$ cat src/cartridge_header_check_defines.svh
// ----------------------------------------------------------------------------
// Cartridge header check: assertion macros
// Shared concurrent assertion forms, clocked on aclk, quiet in reset.
// ----------------------------------------------------------------------------
`ifndef CARTRIDGE_HEADER_CHECK_DEFINES_SVH
`define CARTRIDGE_HEADER_CHECK_DEFINES_SVH

// Same-cycle implication
`define CHC_ASSERT_NOW(label, ante, cons) \
    label: assert property (@(posedge aclk) disable iff (!aresetn) (ante) |-> (cons)) \
        else $error("cartridge header check: same-cycle assertion failed");

// Next-cycle implication
`define CHC_ASSERT_NEXT(label, ante, cons) \
    label: assert property (@(posedge aclk) disable iff (!aresetn) (ante) |=> (cons)) \
        else $error("cartridge header check: next-cycle assertion failed");

`endif

$ cat src/chc_pkg.sv
// ----------------------------------------------------------------------------
// Cartridge header check package
// Header offsets, logo bytes, mapper codes and the shared header state type.
// ----------------------------------------------------------------------------
package chc_pkg;

    localparam int LOGO_BYTES = 48;

    localparam logic [8:0] OFS_LOGO_FIRST = 9'h104;
    localparam logic [8:0] OFS_LOGO_LAST  = 9'(OFS_LOGO_FIRST + LOGO_BYTES - 1);
    localparam logic [8:0] OFS_SUM_FIRST  = 9'h134;
    localparam logic [8:0] OFS_SUM_LAST   = 9'h14C;
    localparam logic [8:0] OFS_CHECK      = 9'h14D;
    localparam logic [8:0] OFS_CART_TYPE  = 9'h147;
    localparam logic [8:0] OFS_ROM_SIZE   = 9'h148;
    localparam logic [8:0] OFS_RAM_SIZE   = 9'h149;

    localparam logic [2:0] KIND_NROM    = 3'd0;
    localparam logic [2:0] KIND_MBC1    = 3'd1;
    localparam logic [2:0] KIND_MBC2    = 3'd2;
    localparam logic [2:0] KIND_MMM01   = 3'd3;
    localparam logic [2:0] KIND_MBC3    = 3'd4;
    localparam logic [2:0] KIND_MBC5    = 3'd5;
    localparam logic [2:0] KIND_UNKNOWN = 3'd6;

    localparam logic [7:0] LOGO_TABLE [LOGO_BYTES] = '{
        8'hCE, 8'hED, 8'h66, 8'h66, 8'hCC, 8'h0D, 8'h00, 8'h0B,
        8'h03, 8'h73, 8'h00, 8'h83, 8'h00, 8'h0C, 8'h00, 8'h0D,
        8'h00, 8'h08, 8'h11, 8'h1F, 8'h88, 8'h89, 8'h00, 8'h0E,
        8'hDC, 8'hCC, 8'h6E, 8'hE6, 8'hDD, 8'hDD, 8'hD9, 8'h99,
        8'hBB, 8'hBB, 8'h67, 8'h63, 8'h6E, 8'h0E, 8'hEC, 8'hCC,
        8'hDD, 8'hDC, 8'h99, 8'h9F, 8'hBB, 8'hB9, 8'h33, 8'h3E
    };

    // Header state carried from the tracker to the result stage
    typedef struct packed {
        logic       logo_match;
        logic [7:0] running_sum;
        logic [7:0] cart_type_code;
        logic [7:0] rom_size_code;
        logic [7:0] ram_size_code;
    } hdr_state_t;

endpackage

$ cat src/chc_track.sv
// ----------------------------------------------------------------------------
// Cartridge header tracker
// Compares logo bytes, runs the header checksum and latches the size codes.
// ----------------------------------------------------------------------------
module chc_track import chc_pkg::*; (
    input  logic       aclk,
    input  logic       aresetn,
    input  logic       step,
    input  logic [8:0] byte_offset,
    input  logic [7:0] data_byte,
    output hdr_state_t hdr
);

`include "cartridge_header_check_defines.svh"

    logic       logo_match_reg, logo_match_next;
    logic [7:0] running_sum_reg, running_sum_next;
    logic [7:0] cart_type_reg, cart_type_next;
    logic [7:0] rom_size_reg, rom_size_next;
    logic [7:0] ram_size_reg, ram_size_next;

    logic       in_logo;
    logic       in_sum;
    logic [5:0] logo_idx;
    logic       logo_eq;
    logic [7:0] sum_base;
    logic [8:0] logo_ofs;

    // Decode the offset windows
    assign in_logo  = (byte_offset >= OFS_LOGO_FIRST) && (byte_offset <= OFS_LOGO_LAST);
    assign in_sum   = (byte_offset >= OFS_SUM_FIRST) && (byte_offset <= OFS_SUM_LAST);
    assign logo_ofs = byte_offset - OFS_LOGO_FIRST;
    assign logo_idx = logo_ofs[5:0];
    assign logo_eq  = in_logo && (data_byte == LOGO_TABLE[logo_idx]);
    assign sum_base = (byte_offset == OFS_SUM_FIRST) ? 8'h00 : running_sum_reg;

    // Update state for the current request
    always_comb begin
        logo_match_next  = logo_match_reg;
        running_sum_next = running_sum_reg;
        cart_type_next   = cart_type_reg;
        rom_size_next    = rom_size_reg;
        ram_size_next    = ram_size_reg;
        if (step && in_logo) begin
            logo_match_next = (byte_offset == OFS_LOGO_FIRST) ? logo_eq
                                                               : (logo_match_reg && logo_eq);
        end
        if (step && in_sum) begin
            running_sum_next = sum_base - data_byte - 8'd1;
            if (byte_offset == OFS_CART_TYPE) cart_type_next = data_byte;
            if (byte_offset == OFS_ROM_SIZE)  rom_size_next  = data_byte;
            if (byte_offset == OFS_RAM_SIZE)  ram_size_next  = data_byte;
        end
    end

    always_ff @(posedge aclk) begin
        if (!aresetn) begin
            logo_match_reg  <= 1'b1;
            running_sum_reg <= 8'h00;
            cart_type_reg   <= 8'h00;
            rom_size_reg    <= 8'h00;
            ram_size_reg    <= 8'h00;
        end else begin
            logo_match_reg  <= logo_match_next;
            running_sum_reg <= running_sum_next;
            cart_type_reg   <= cart_type_next;
            rom_size_reg    <= rom_size_next;
            ram_size_reg    <= ram_size_next;
        end
    end

    assign hdr = '{logo_match:     logo_match_reg,
                   running_sum:    running_sum_reg,
                   cart_type_code: cart_type_reg,
                   rom_size_code:  rom_size_reg,
                   ram_size_code:  ram_size_reg};

    // Checksum restarts from zero at its first byte
    `CHC_ASSERT_NEXT(a_sum_restart, step && byte_offset == OFS_SUM_FIRST,
        running_sum_reg == ~$past(data_byte))
    // A matching first logo byte rearms the logo match
    `CHC_ASSERT_NEXT(a_logo_rearm,
        step && byte_offset == OFS_LOGO_FIRST && data_byte == LOGO_TABLE[0],
        logo_match_reg)
    // Bytes outside the header leave the checksum alone
    `CHC_ASSERT_NEXT(a_sum_hold, !(step && in_sum), $stable(running_sum_reg))

endmodule

$ cat src/chc_result.sv
// ----------------------------------------------------------------------------
// Cartridge header result stage
// Decodes the latched codes and holds the verdict in the output register.
// ----------------------------------------------------------------------------
module chc_result import chc_pkg::*; (
    input  logic        aclk,
    input  logic        aresetn,
    input  logic        load,
    input  logic [7:0]  check_byte,
    input  hdr_state_t  hdr,
    input  logic        m_ready,
    output logic        m_valid,
    output logic        m_header_ok,
    output logic [2:0]  m_mapper_kind,
    output logic        m_battery_backed,
    output logic        m_has_clock,
    output logic [9:0]  m_rom_bank_count,
    output logic [4:0]  m_ram_bank_count,
    output logic [17:0] m_ram_size_bytes
);

    logic        valid_reg, valid_next;
    logic        ok_reg;
    logic [2:0]  kind_reg;
    logic        batt_reg;
    logic        clk_reg;
    logic [9:0]  rom_reg;
    logic [4:0]  ramb_reg;
    logic [17:0] ramsz_reg;

    logic        ok_c;
    logic [2:0]  kind_c;
    logic        batt_c;
    logic        clk_c;
    logic [9:0]  rom_c;
    logic [4:0]  ramb_c;
    logic [17:0] ramsz_c;

    // Decode the cart type
    always_comb begin
        batt_c = 1'b0;
        clk_c  = 1'b0;
        case (hdr.cart_type_code)
            8'h09:               begin batt_c = 1'b1; kind_c = KIND_NROM; end
            8'h00, 8'h08:        kind_c = KIND_NROM;
            8'h03:               begin batt_c = 1'b1; kind_c = KIND_MBC1; end
            8'h01, 8'h02:        kind_c = KIND_MBC1;
            8'h06:               begin batt_c = 1'b1; kind_c = KIND_MBC2; end
            8'h05:               kind_c = KIND_MBC2;
            8'h0D:               begin batt_c = 1'b1; kind_c = KIND_MMM01; end
            8'h0B, 8'h0C:        kind_c = KIND_MMM01;
            8'h0F, 8'h10: begin
                clk_c  = 1'b1;
                batt_c = 1'b1;
                kind_c = KIND_MBC3;
            end
            8'h13:               begin batt_c = 1'b1; kind_c = KIND_MBC3; end
            8'h11, 8'h12:        kind_c = KIND_MBC3;
            8'h1B, 8'h1E:        begin batt_c = 1'b1; kind_c = KIND_MBC5; end
            8'h19, 8'h1A, 8'h1C, 8'h1D: kind_c = KIND_MBC5;
            default:             kind_c = KIND_UNKNOWN;
        endcase
    end

    // Decode the ROM size code
    always_comb begin
        if (hdr.rom_size_code <= 8'd8) begin
            rom_c = 10'd2 << hdr.rom_size_code[3:0];
        end else begin
            case (hdr.rom_size_code)
                8'h52:   rom_c = 10'd72;
                8'h53:   rom_c = 10'd80;
                8'h54:   rom_c = 10'd96;
                default: rom_c = 10'd0;
            endcase
        end
    end

    // Decode the RAM size code
    always_comb begin
        case (hdr.ram_size_code)
            8'h01:   ramb_c = 5'd1;
            8'h02:   ramb_c = 5'd1;
            8'h03:   ramb_c = 5'd4;
            8'h04:   ramb_c = 5'd16;
            8'h05:   ramb_c = 5'd8;
            default: ramb_c = 5'd0;
        endcase
    end

    assign ramsz_c = (kind_c == KIND_MBC2) ? 18'd512 : {ramb_c, 13'd0};
    assign ok_c    = hdr.logo_match && (check_byte == hdr.running_sum);

    // Hold the result until taken, load a new one on a check request
    always_comb begin
        valid_next = valid_reg;
        if (load) begin
            valid_next = 1'b1;
        end else if (m_ready) begin
            valid_next = 1'b0;
        end
    end

    always_ff @(posedge aclk) begin
        if (!aresetn) begin
            valid_reg <= 1'b0;
        end else begin
            valid_reg <= valid_next;
        end
    end

    always_ff @(posedge aclk) begin
        if (load) begin
            ok_reg    <= ok_c;
            kind_reg  <= kind_c;
            batt_reg  <= batt_c;
            clk_reg   <= clk_c;
            rom_reg   <= rom_c;
            ramb_reg  <= ramb_c;
            ramsz_reg <= ramsz_c;
        end
    end

    assign m_valid          = valid_reg;
    assign m_header_ok      = ok_reg;
    assign m_mapper_kind    = kind_reg;
    assign m_battery_backed = batt_reg;
    assign m_has_clock      = clk_reg;
    assign m_rom_bank_count = rom_reg;
    assign m_ram_bank_count = ramb_reg;
    assign m_ram_size_bytes = ramsz_reg;

endmodule

$ cat src/cartridge_header_check.sv
// Cartridge header check. Takes one header byte per cycle with its offset and
// gives one result, the verdict and the decoded cartridge properties, when the
// byte at offset 0x14D arrives; every other offset gives no result. Each byte
// passes an input register, then the logo compare, checksum update and field
// decode between that register and the output register, so a new byte is taken
// in every cycle but for the only stall: a check byte that meets a result still
// waiting in the output register.
// ----------------------------------------------------------------------------
// Cartridge header check top level
// Input register, handshake control, header tracker and result stage.
// ----------------------------------------------------------------------------
module cartridge_header_check import chc_pkg::*; (
    input  logic        aclk,
    input  logic        aresetn,
    input  logic        s_valid,
    output logic        s_ready,
    input  logic [8:0]  s_byte_offset,
    input  logic [7:0]  s_data_byte,
    output logic        m_valid,
    input  logic        m_ready,
    output logic        m_header_ok,
    output logic [2:0]  m_mapper_kind,
    output logic        m_battery_backed,
    output logic        m_has_clock,
    output logic [9:0]  m_rom_bank_count,
    output logic [4:0]  m_ram_bank_count,
    output logic [17:0] m_ram_size_bytes
);

`include "cartridge_header_check_defines.svh"

    logic       in_valid_reg, in_valid_next;
    logic [8:0] in_ofs_reg;
    logic [7:0] in_byte_reg;

    logic       is_check;
    logic       out_free;
    logic       advance;
    logic       take;
    hdr_state_t hdr;

    // Advance the held request unless a check byte finds the result slot full
    assign is_check = (in_ofs_reg == OFS_CHECK);
    assign out_free = !m_valid || m_ready;
    assign advance  = in_valid_reg && (!is_check || out_free);
    assign s_ready  = !in_valid_reg || advance;
    assign take     = s_valid && s_ready;

    always_comb begin
        in_valid_next = in_valid_reg;
        if (take) begin
            in_valid_next = 1'b1;
        end else if (advance) begin
            in_valid_next = 1'b0;
        end
    end

    always_ff @(posedge aclk) begin
        if (!aresetn) begin
            in_valid_reg <= 1'b0;
        end else begin
            in_valid_reg <= in_valid_next;
        end
    end

    always_ff @(posedge aclk) begin
        if (take) begin
            in_ofs_reg  <= s_byte_offset;
            in_byte_reg <= s_data_byte;
        end
    end

    chc_track u_track (
        .aclk        (aclk),
        .aresetn     (aresetn),
        .step        (advance),
        .byte_offset (in_ofs_reg),
        .data_byte   (in_byte_reg),
        .hdr         (hdr)
    );

    chc_result u_result (
        .aclk             (aclk),
        .aresetn          (aresetn),
        .load             (advance && is_check),
        .check_byte       (in_byte_reg),
        .hdr              (hdr),
        .m_ready          (m_ready),
        .m_valid          (m_valid),
        .m_header_ok      (m_header_ok),
        .m_mapper_kind    (m_mapper_kind),
        .m_battery_backed (m_battery_backed),
        .m_has_clock      (m_has_clock),
        .m_rom_bank_count (m_rom_bank_count),
        .m_ram_bank_count (m_ram_bank_count),
        .m_ram_size_bytes (m_ram_size_bytes)
    );

    // A check request that moves on always shows a result next cycle
    `CHC_ASSERT_NEXT(a_check_loads, advance && is_check, m_valid)
    // A stalled check request stays in the input register unchanged
    `CHC_ASSERT_NEXT(a_check_holds, in_valid_reg && is_check && !out_free,
        in_valid_reg && $stable(in_ofs_reg) && $stable(in_byte_reg))
    // Non-check requests never stall
    `CHC_ASSERT_NOW(a_no_stall, in_valid_reg && !is_check, s_ready)

endmodule
$ cat config.mk
export PLATFORM = sky130hd
export DESIGN_NAME = cartridge_header_check
export DESIGN_NICKNAME = d
export VERILOG_FILES = /design/src/chc_pkg.sv /design/src/chc_track.sv /design/src/chc_result.sv /design/src/cartridge_header_check.sv
export VERILOG_INCLUDE_DIRS = /design/src /design/src/src
export SDC_FILE = /design/constraint.sdc
export NUM_CORES = 1
export LEC_CHECK = 0
export BUFFER_PORTS_ARGS = -buffer_cell sky130_fd_sc_hd__buf_2
export CORE_ASPECT_RATIO = 1.75
export CORE_MARGIN = 1
export CORE_UTILIZATION = 43
export DETAILED_ROUTE_END_ITERATION = 12
export SLEW_MARGIN = 10
export SYNTH_ARGS = -nofsm -noshare
export SYNTH_HDL_FRONTEND = slang
export SYNTH_SLANG_ARGS = --single-unit
$ cat constraint.sdc
create_clock -name aclk -period 4.3 [get_ports aclk]
set_input_delay 0.43 -clock aclk [delete_from_list [all_inputs] [get_ports aclk]]
set_output_delay 0.43 -clock aclk [all_outputs]
set_load 0.03 [all_outputs]
# Yosys cells after proc, flatten, opt, wreduce, memory -nomap -nowiden

Memories as Yosys holds them, arrays and structs flattened.
Cells that the tools add are included.

Bits in registers: 91
Latch bits: 0
Bits in writable memories: 0
Bits in read-only memories: 512
Bits of input ports: 21
Output and inout bits: 41
Logic and storage cells: 113
Memories: 1

Memories:

| name             | depth | width | rd ports | clocked after memory_dff | write ports | RTL line        | source |
|---|---|---|---|---|---|---|---|
| (name not given) | 64    | 8     | 1        | 0                        | 0           | chc_track.sv:34 | `assign logo_eq = in_logo && (data_byte == LOGO_TABLE[logo_idx]);` |

$add $sub $neg: 3
$mul: 0
Divide/modulo/power cells: 0
Order comparisons: 6
Eq/ne operators: 38
Shifts and indexed selects: 1
Muxes and demuxes: 15
Bitwise operators: 1
Reduce and logical (&&, ||, !) cells: 31

Operator list:

| operator             | number |
|---|---|
| $eq 8x5->1 const B   | 10 |
| $eq 9x9->1 const B   | 6 |
| $eq 8x4->1 const B   | 6 |
| $eq 8x2->1 const B   | 4 |
| $eq 8x3->1 const B   | 4 |
| $eq 8x7->1 const B   | 3 |
| $mux 8               | 3 |
| $pmux 7 s3           | 1 |
| $mux 10              | 2 |
| $pmux 5 s4           | 1 |
| $ge 9x9->1 const B   | 2 |
| $le 9x9->1 const B   | 2 |
| $pmux 3 s6           | 1 |
| $eq 8x1->1 const B   | 2 |
| $eq 8x8->1           | 2 |
| $logic_and 1x1->1    | 10 |
| $shl 2x4->10 const A | 1 |
| $reduce_or 3->1      | 3 |
| $reduce_or 9->1      | 1 |
| $le 8x4->1 const B   | 1 |
| $logic_not 8->1      | 1 |
| $sub 8x1->8 const B  | 1 |
| $sub 8x8->8          | 1 |
| $ge 7x7->1 const B   | 1 |
| 11 further kinds     | 26 |

# Longest topological paths before layout

Depth after elaboration: 9
Depth in mapped cells: 16
Gate-level depth less buffers: 15

# Hierarchy

A second synthesis with hierarchy kept.

Cell total of the unflattened synthesis: 479
Area total of the unflattened synthesis: 4,737.0 um^2

Modules (own cells, without submodules):

| module                 | times used | cells an instance | area an instance (um^2) | seq. area each (um^2) |
|---|---|---|---|---|
| chc_track              | 1          | 316               | 2,645.0                 | 660.6 |
| chc_result             | 1          | 133               | 1,448.9                 | 740.7 |
| cartridge_header_check | 1          | 30                | 643.1                   | 530.5 |

# Least setup slack after synthesis

No wires, ideal clock.

Path type: reg2reg
Start: reg in_ofs_reg[4]
End: reg u_result.batt_reg, in the netlist u_result.m_battery_backed (enable)
Library setup time: 0.438 ns
Data arrival time: 2.734 ns
Required time: 3.862 ns
Slack: 1.129 ns
Cell stages (with the launch flop): 5
Path buffers: 1
Period minus slack after synthesis: 3.171 ns
Cells stage by stage: edfxtp_1 -> buf_6 -> nor4b_4 -> nand3_1 -> nor3_1

Cells in the longest elaborated chain, start to end: 5

RTL lines:

| item                   | RTL line                     | source |
|---|---|---|
| from (decl)            | cartridge_header_check.sv:33 | `logic [8:0] in_ofs_reg;` |
| from (signal assigned) | cartridge_header_check.sv:68 | `in_ofs_reg <= s_byte_offset;` |
| $eq 9x9->1 *           | cartridge_header_check.sv:43 | `assign is_check = (in_ofs_reg == OFS_CHECK);` |
| $logic_not 1->1        | cartridge_header_check.sv:45 | `assign advance = in_valid_reg && (!is_check \|\| out_free);` |
| $logic_or 1x1->1       | cartridge_header_check.sv:45 |  |
| $logic_and 1x1->1      | cartridge_header_check.sv:45 |  |
| $logic_and 1x1->1 *    | cartridge_header_check.sv:85 | `.load (advance && is_check),` |
| net u_result.load      | chc_result.sv:8              | `input logic load,` |
| to (signal assigned)   | chc_result.sv:116            | `batt_reg <= batt_c;` |
| to (decl)              | chc_result.sv:25             | `logic batt_reg;` |

Mark *: on every way through the listed nets, which the timed path passes. The rest lies on a longest branch.
A chain may end at the register's enable or synchronous reset.

# Worst setup path in the final report

Start: reg in_ofs_reg[2]
End: reg u_track.logo_match_reg

Cells in the longest elaborated chain, start to end: 9
Elaborated cells between the ends (all ways): 18
Those cells by class: 1 x add/sub; 2 x order compare; 3 x eq/ne; 3 x mux; 1 x bitwise; 7 x reduce/logical; 1 x memory

RTL lines:

| item                                       | RTL line        | source |
|---|---|---|
| $sub 6x3->6                                | chc_track.sv:32 | `assign logo_ofs = byte_offset - OFS_LOGO_FIRST;` |
| $not 6->7 (implied by the code)            | chc_track.sv:34 |  |
| $mem_v2 64x8                               | n/a             |  |
| $mux 8 (implied by the code) (2 in series) | chc_track.sv:34 |  |
| $eq 8x8->1                                 | chc_track.sv:34 |  |
| $logic_and 1x1->1                          | chc_track.sv:34 |  |
| $logic_and 1x1->1                          | chc_track.sv:46 | `: (logo_match_reg && logo_eq);` |
| $mux 1                                     | chc_track.sv:45 | `logo_match_next = (byte_offset == OFS_LOGO_FIRST) ? logo_eq` |
| to (signal assigned)                       | chc_track.sv:64 | `logo_match_reg <= logo_match_next;` |
| to (decl)                                  | chc_track.sv:16 | `logic logo_match_reg, logo_match_next;` |

Several ways; a longest one is shown, not always the timed one. The select of a mux whose other input is x is not followed.

==> impl_metrics.tcl <==
set metrics [dict create \
    outcome "finished clean" \
    grt.total_usage 0.198 \
    hpwl_um 7730 \
    yosys.area_share.xor_xnor 0.0430 \
    synth_top_area_cell "edfxtp_1" \
    drt-vias-per-instance 5.40 \
    drt.antenna.violating_nets 0 \
    drv_slew 0 \
    multi_input_area_mm2 0.00250 \
    cts_num_sinks 76 \
    synth_top_family_by_area "simple AND/OR/NAND/NOR gates" \
    cts_setup_buffers 0 \
    finalSetupViolCount 0 \
    tns_ns 0 \
    grt_max_degree 38 \
    worstSetupEndpointType "register" \
    cts.htree.levels 3 \
    initial_core_util 0.441 \
    max-cap-violations 0 \
    grt_pass1_vias 3573 \
    synth-adder-area-share 0.0550 \
    clk_latency_ns 0.33 \
    synthArstFlopShare 0 \
    synth_mux_area_frac 0.0732 \
    yosysTopAreaCellShare 0.263 \
    criticalPathCategory "register to register" \
    finClkSkew_ns 0.00584 \
    ctsHoldBuffers 0 \
    synth_top_flop_cell "edfxtp_1" \
    slew_headroom 0.429 \
    period_minus_slack_ns 3.25 \
    fp.coreArea_mm2 0.0106 \
    yosys_register_bits 76 \
    die_x_um 80.9 \
    r2r-start "in_ofs_reg[2]" \
    hold_path.class "input pin to register" \
    seq_area_mm2 0.00193 \
    rrSetupSlack_ns 1.05 \
    drt_iter0_markers 150 \
    antenna_found_initial 0 \
    path_max_fanout 12 \
    min_to "in_ofs_reg[3]" \
    power.density_mw_per_mm2 348 \
    netlist_area_mm2 0.00469 \
    ys_warn_count 0 \
    die-area_mm2 0.0113 \
    drcViolationCount 0 \
    fillers 995 \
    synthCells 490 \
    via_count 3558 \
    synth_most_common_cell "nor2b_1" \
    synth_top_cells_by_count "42 x nor2b_1, 41 x edfxtp_1, 35 x dfxtp_1, 34 x nand2_1, 32 x mux2i_1" \
    drive_gt1_frac 0.149 \
    wl_um 10200 \
    crit_arrival_ns 3.49 \
    rr_endpoint "u_track.logo_match_reg" \
    finish.utilization 0.495 \
    io_buffers 46 \
    cts_tree "done" \
    ir_drop_v 0.000220 \
    worst_slew_pin_slew_ns 0.845 \
    nets 565 \
    cts_buffers 9 \
    ios 62 \
    clk_path_buf_depth 2 \
    hold-path-cell-count 1 \
    drtPass1Iterations 4 \
    yosysSeqAreaShare 0.412 \
    syn_avg_cell_area_um2 9.56 \
    rows 50 \
    place_congestion 0.841 \
    cts-resized-gates 0 \
    p_leak_nw 2.02 \
    reg2reg_depth 10 \
    yosys-top-cells-area "edfxtp_1 26%, dfxtp_1 15%, mux2i_1 6.8%" \
    fin_crit_sh 0.756 \
    synth-simple-area-share 0.216 \
    overflow 0 \
    fp.dieH_um 140 \
    synth_cell_types 60 \
    synth_edf_count 41 \
    syn2layout_area_growth_pct 12.3 \
    grt_pass1_wl_um 17000 \
    hp-start "s_byte_offset[3]" \
    critPathRequiredTime_ns 4.55 \
    synth_compound_area_frac 0.133 \
    fmax_ghz 0.308 \
    n_antenna_cell 0 \
    clk_pin_slew_worst_paths_ns 0.06 \
    wl_per_cell_um 15.5 \
    worstSetupStartpointType "register" \
    rsz0062_at_grt "false" \
    finalHoldViolations 0 \
    root_buffer "clkbuf_16" \
]
==> worst max path at each step <==
stage / endpoint / from / slack, ns / cells past startpoint
floorplan: u_result.m_battery_backed / in_ofs_reg[4] / 1.13 / 4
global placement: u_track.logo_match_reg / in_ofs_reg[2] / 1.16 / 10
detailed placement: u_track.logo_match_reg / in_ofs_reg[2] / 1.10 / 10
CTS: u_track.logo_match_reg / in_ofs_reg[2] / 1.07 / 10
global route: u_track.logo_match_reg / in_ofs_reg[2] / 0.69 / 9
finish: u_track.logo_match_reg / in_ofs_reg[2] / 1.05 / 10
==> per-stage QoR <==
stage / std cells / area (µm²) / hold slack, ns / worst slack (ns) / power, W
floorplan: 504 / 4740 / 0.477 / 1.13 / 0.00103
global placement: 643 / 4960 / 0.493 / 1.16 / 0.00109
detailed placement: 643 / 4960 / 0.497 / 1.10 / 0.00109
CTS: 659 / 5260 / 0.259 / 1.07 / 0.00185
global route: 659 / 5260 / 0.260 / 0.691 / 0.00191
finish: 659 / 5260 / 0.270 / 1.05 / 0.00183
==> power breakdown <==
part	internal [W]	leakage [nW]	switching (W)	total (W)
Sequential	0.000778	0.644	0.0000351	0.000813
Clock	0.000464	0.146	0.000288	0.000752
Combinational	0.000105	1.23	0.000160	0.000264
Total	0.00135	2.02	0.000483	0.00183
==> layout make-up <==
class | instances | area share
clock buffer | 10 | 0.0454
clock inverter | 6 | 0.0121
inverter | 20 | 0.0143
multi-input combinational | 363 | 0.475
sequential | 76 | 0.367
tap | 130 | 0.0309
timing repair buffer | 54 | 0.0552
==> kinds of logic (layout without fill, tap and decap cells) <==
logic type               count (synthesis)  in the layout
AND/OR/NAND/NOR                        183            183
adder cells (fa/ha/maj)                 20             20
AO/OA/AOI/OAI                           88             88
flip-flops                              76             76
other                                    1             15
multiplexers                            34             34
buffers and inverters                   65             90
XOR/XNOR                                23             23
==> worst max-delay path, stage by stage, from the launching register on <==
cell and delay (ns):
edfxtp_1 0.55, clkinv_1 0.18, buf_4 0.22, ha_1 0.24
xnor2_1 0.67, mux2i_1 0.17, o2bb2ai_1 0.15, o21ai_0 0.33
mux2i_1 0.28, nand4_1 0.11, o31ai_1 0.24
==> layer usage <==
| metal | track usage | up-vias | part of all wire |
|---|---|---|---|
| li1 | - | 1781 | - |
| met1 | 0.195 | 1645 | 0.37 |
| met2 | 0.368 | 98 | 0.55 |
| met3 | 0.0313 | 34 | 0.034 |
| met4 | 0.124 | 0 | 0.045 |
| met5 | 0 | - | 0 |
==> placed cells by master (no fill, tap or decap), types with 4 or more instances in the layout <==
master     instances
buf_2             46
nor2b_1           42
edfxtp_1          41
dfxtp_1           35
nand2_1           34
mux2i_1           32
nor2_1            28
o21ai_0           20
inv_1             19
ha_1              19
a21oi_1           17
nor3_1            16
xnor2_1           16
nand3_1           15
conb_1            15
nand2b_1          10
and2_1            10
clkbuf_16          9
buf_4              8
xor2_1             7
o31ai_1            5
o21a_1             5
or3_1              5
nand4_1            4
a211oi_1           4
a2111oi_0          4
nor4_1             4
and3_1             4
(Power assumes the default switching activity.)
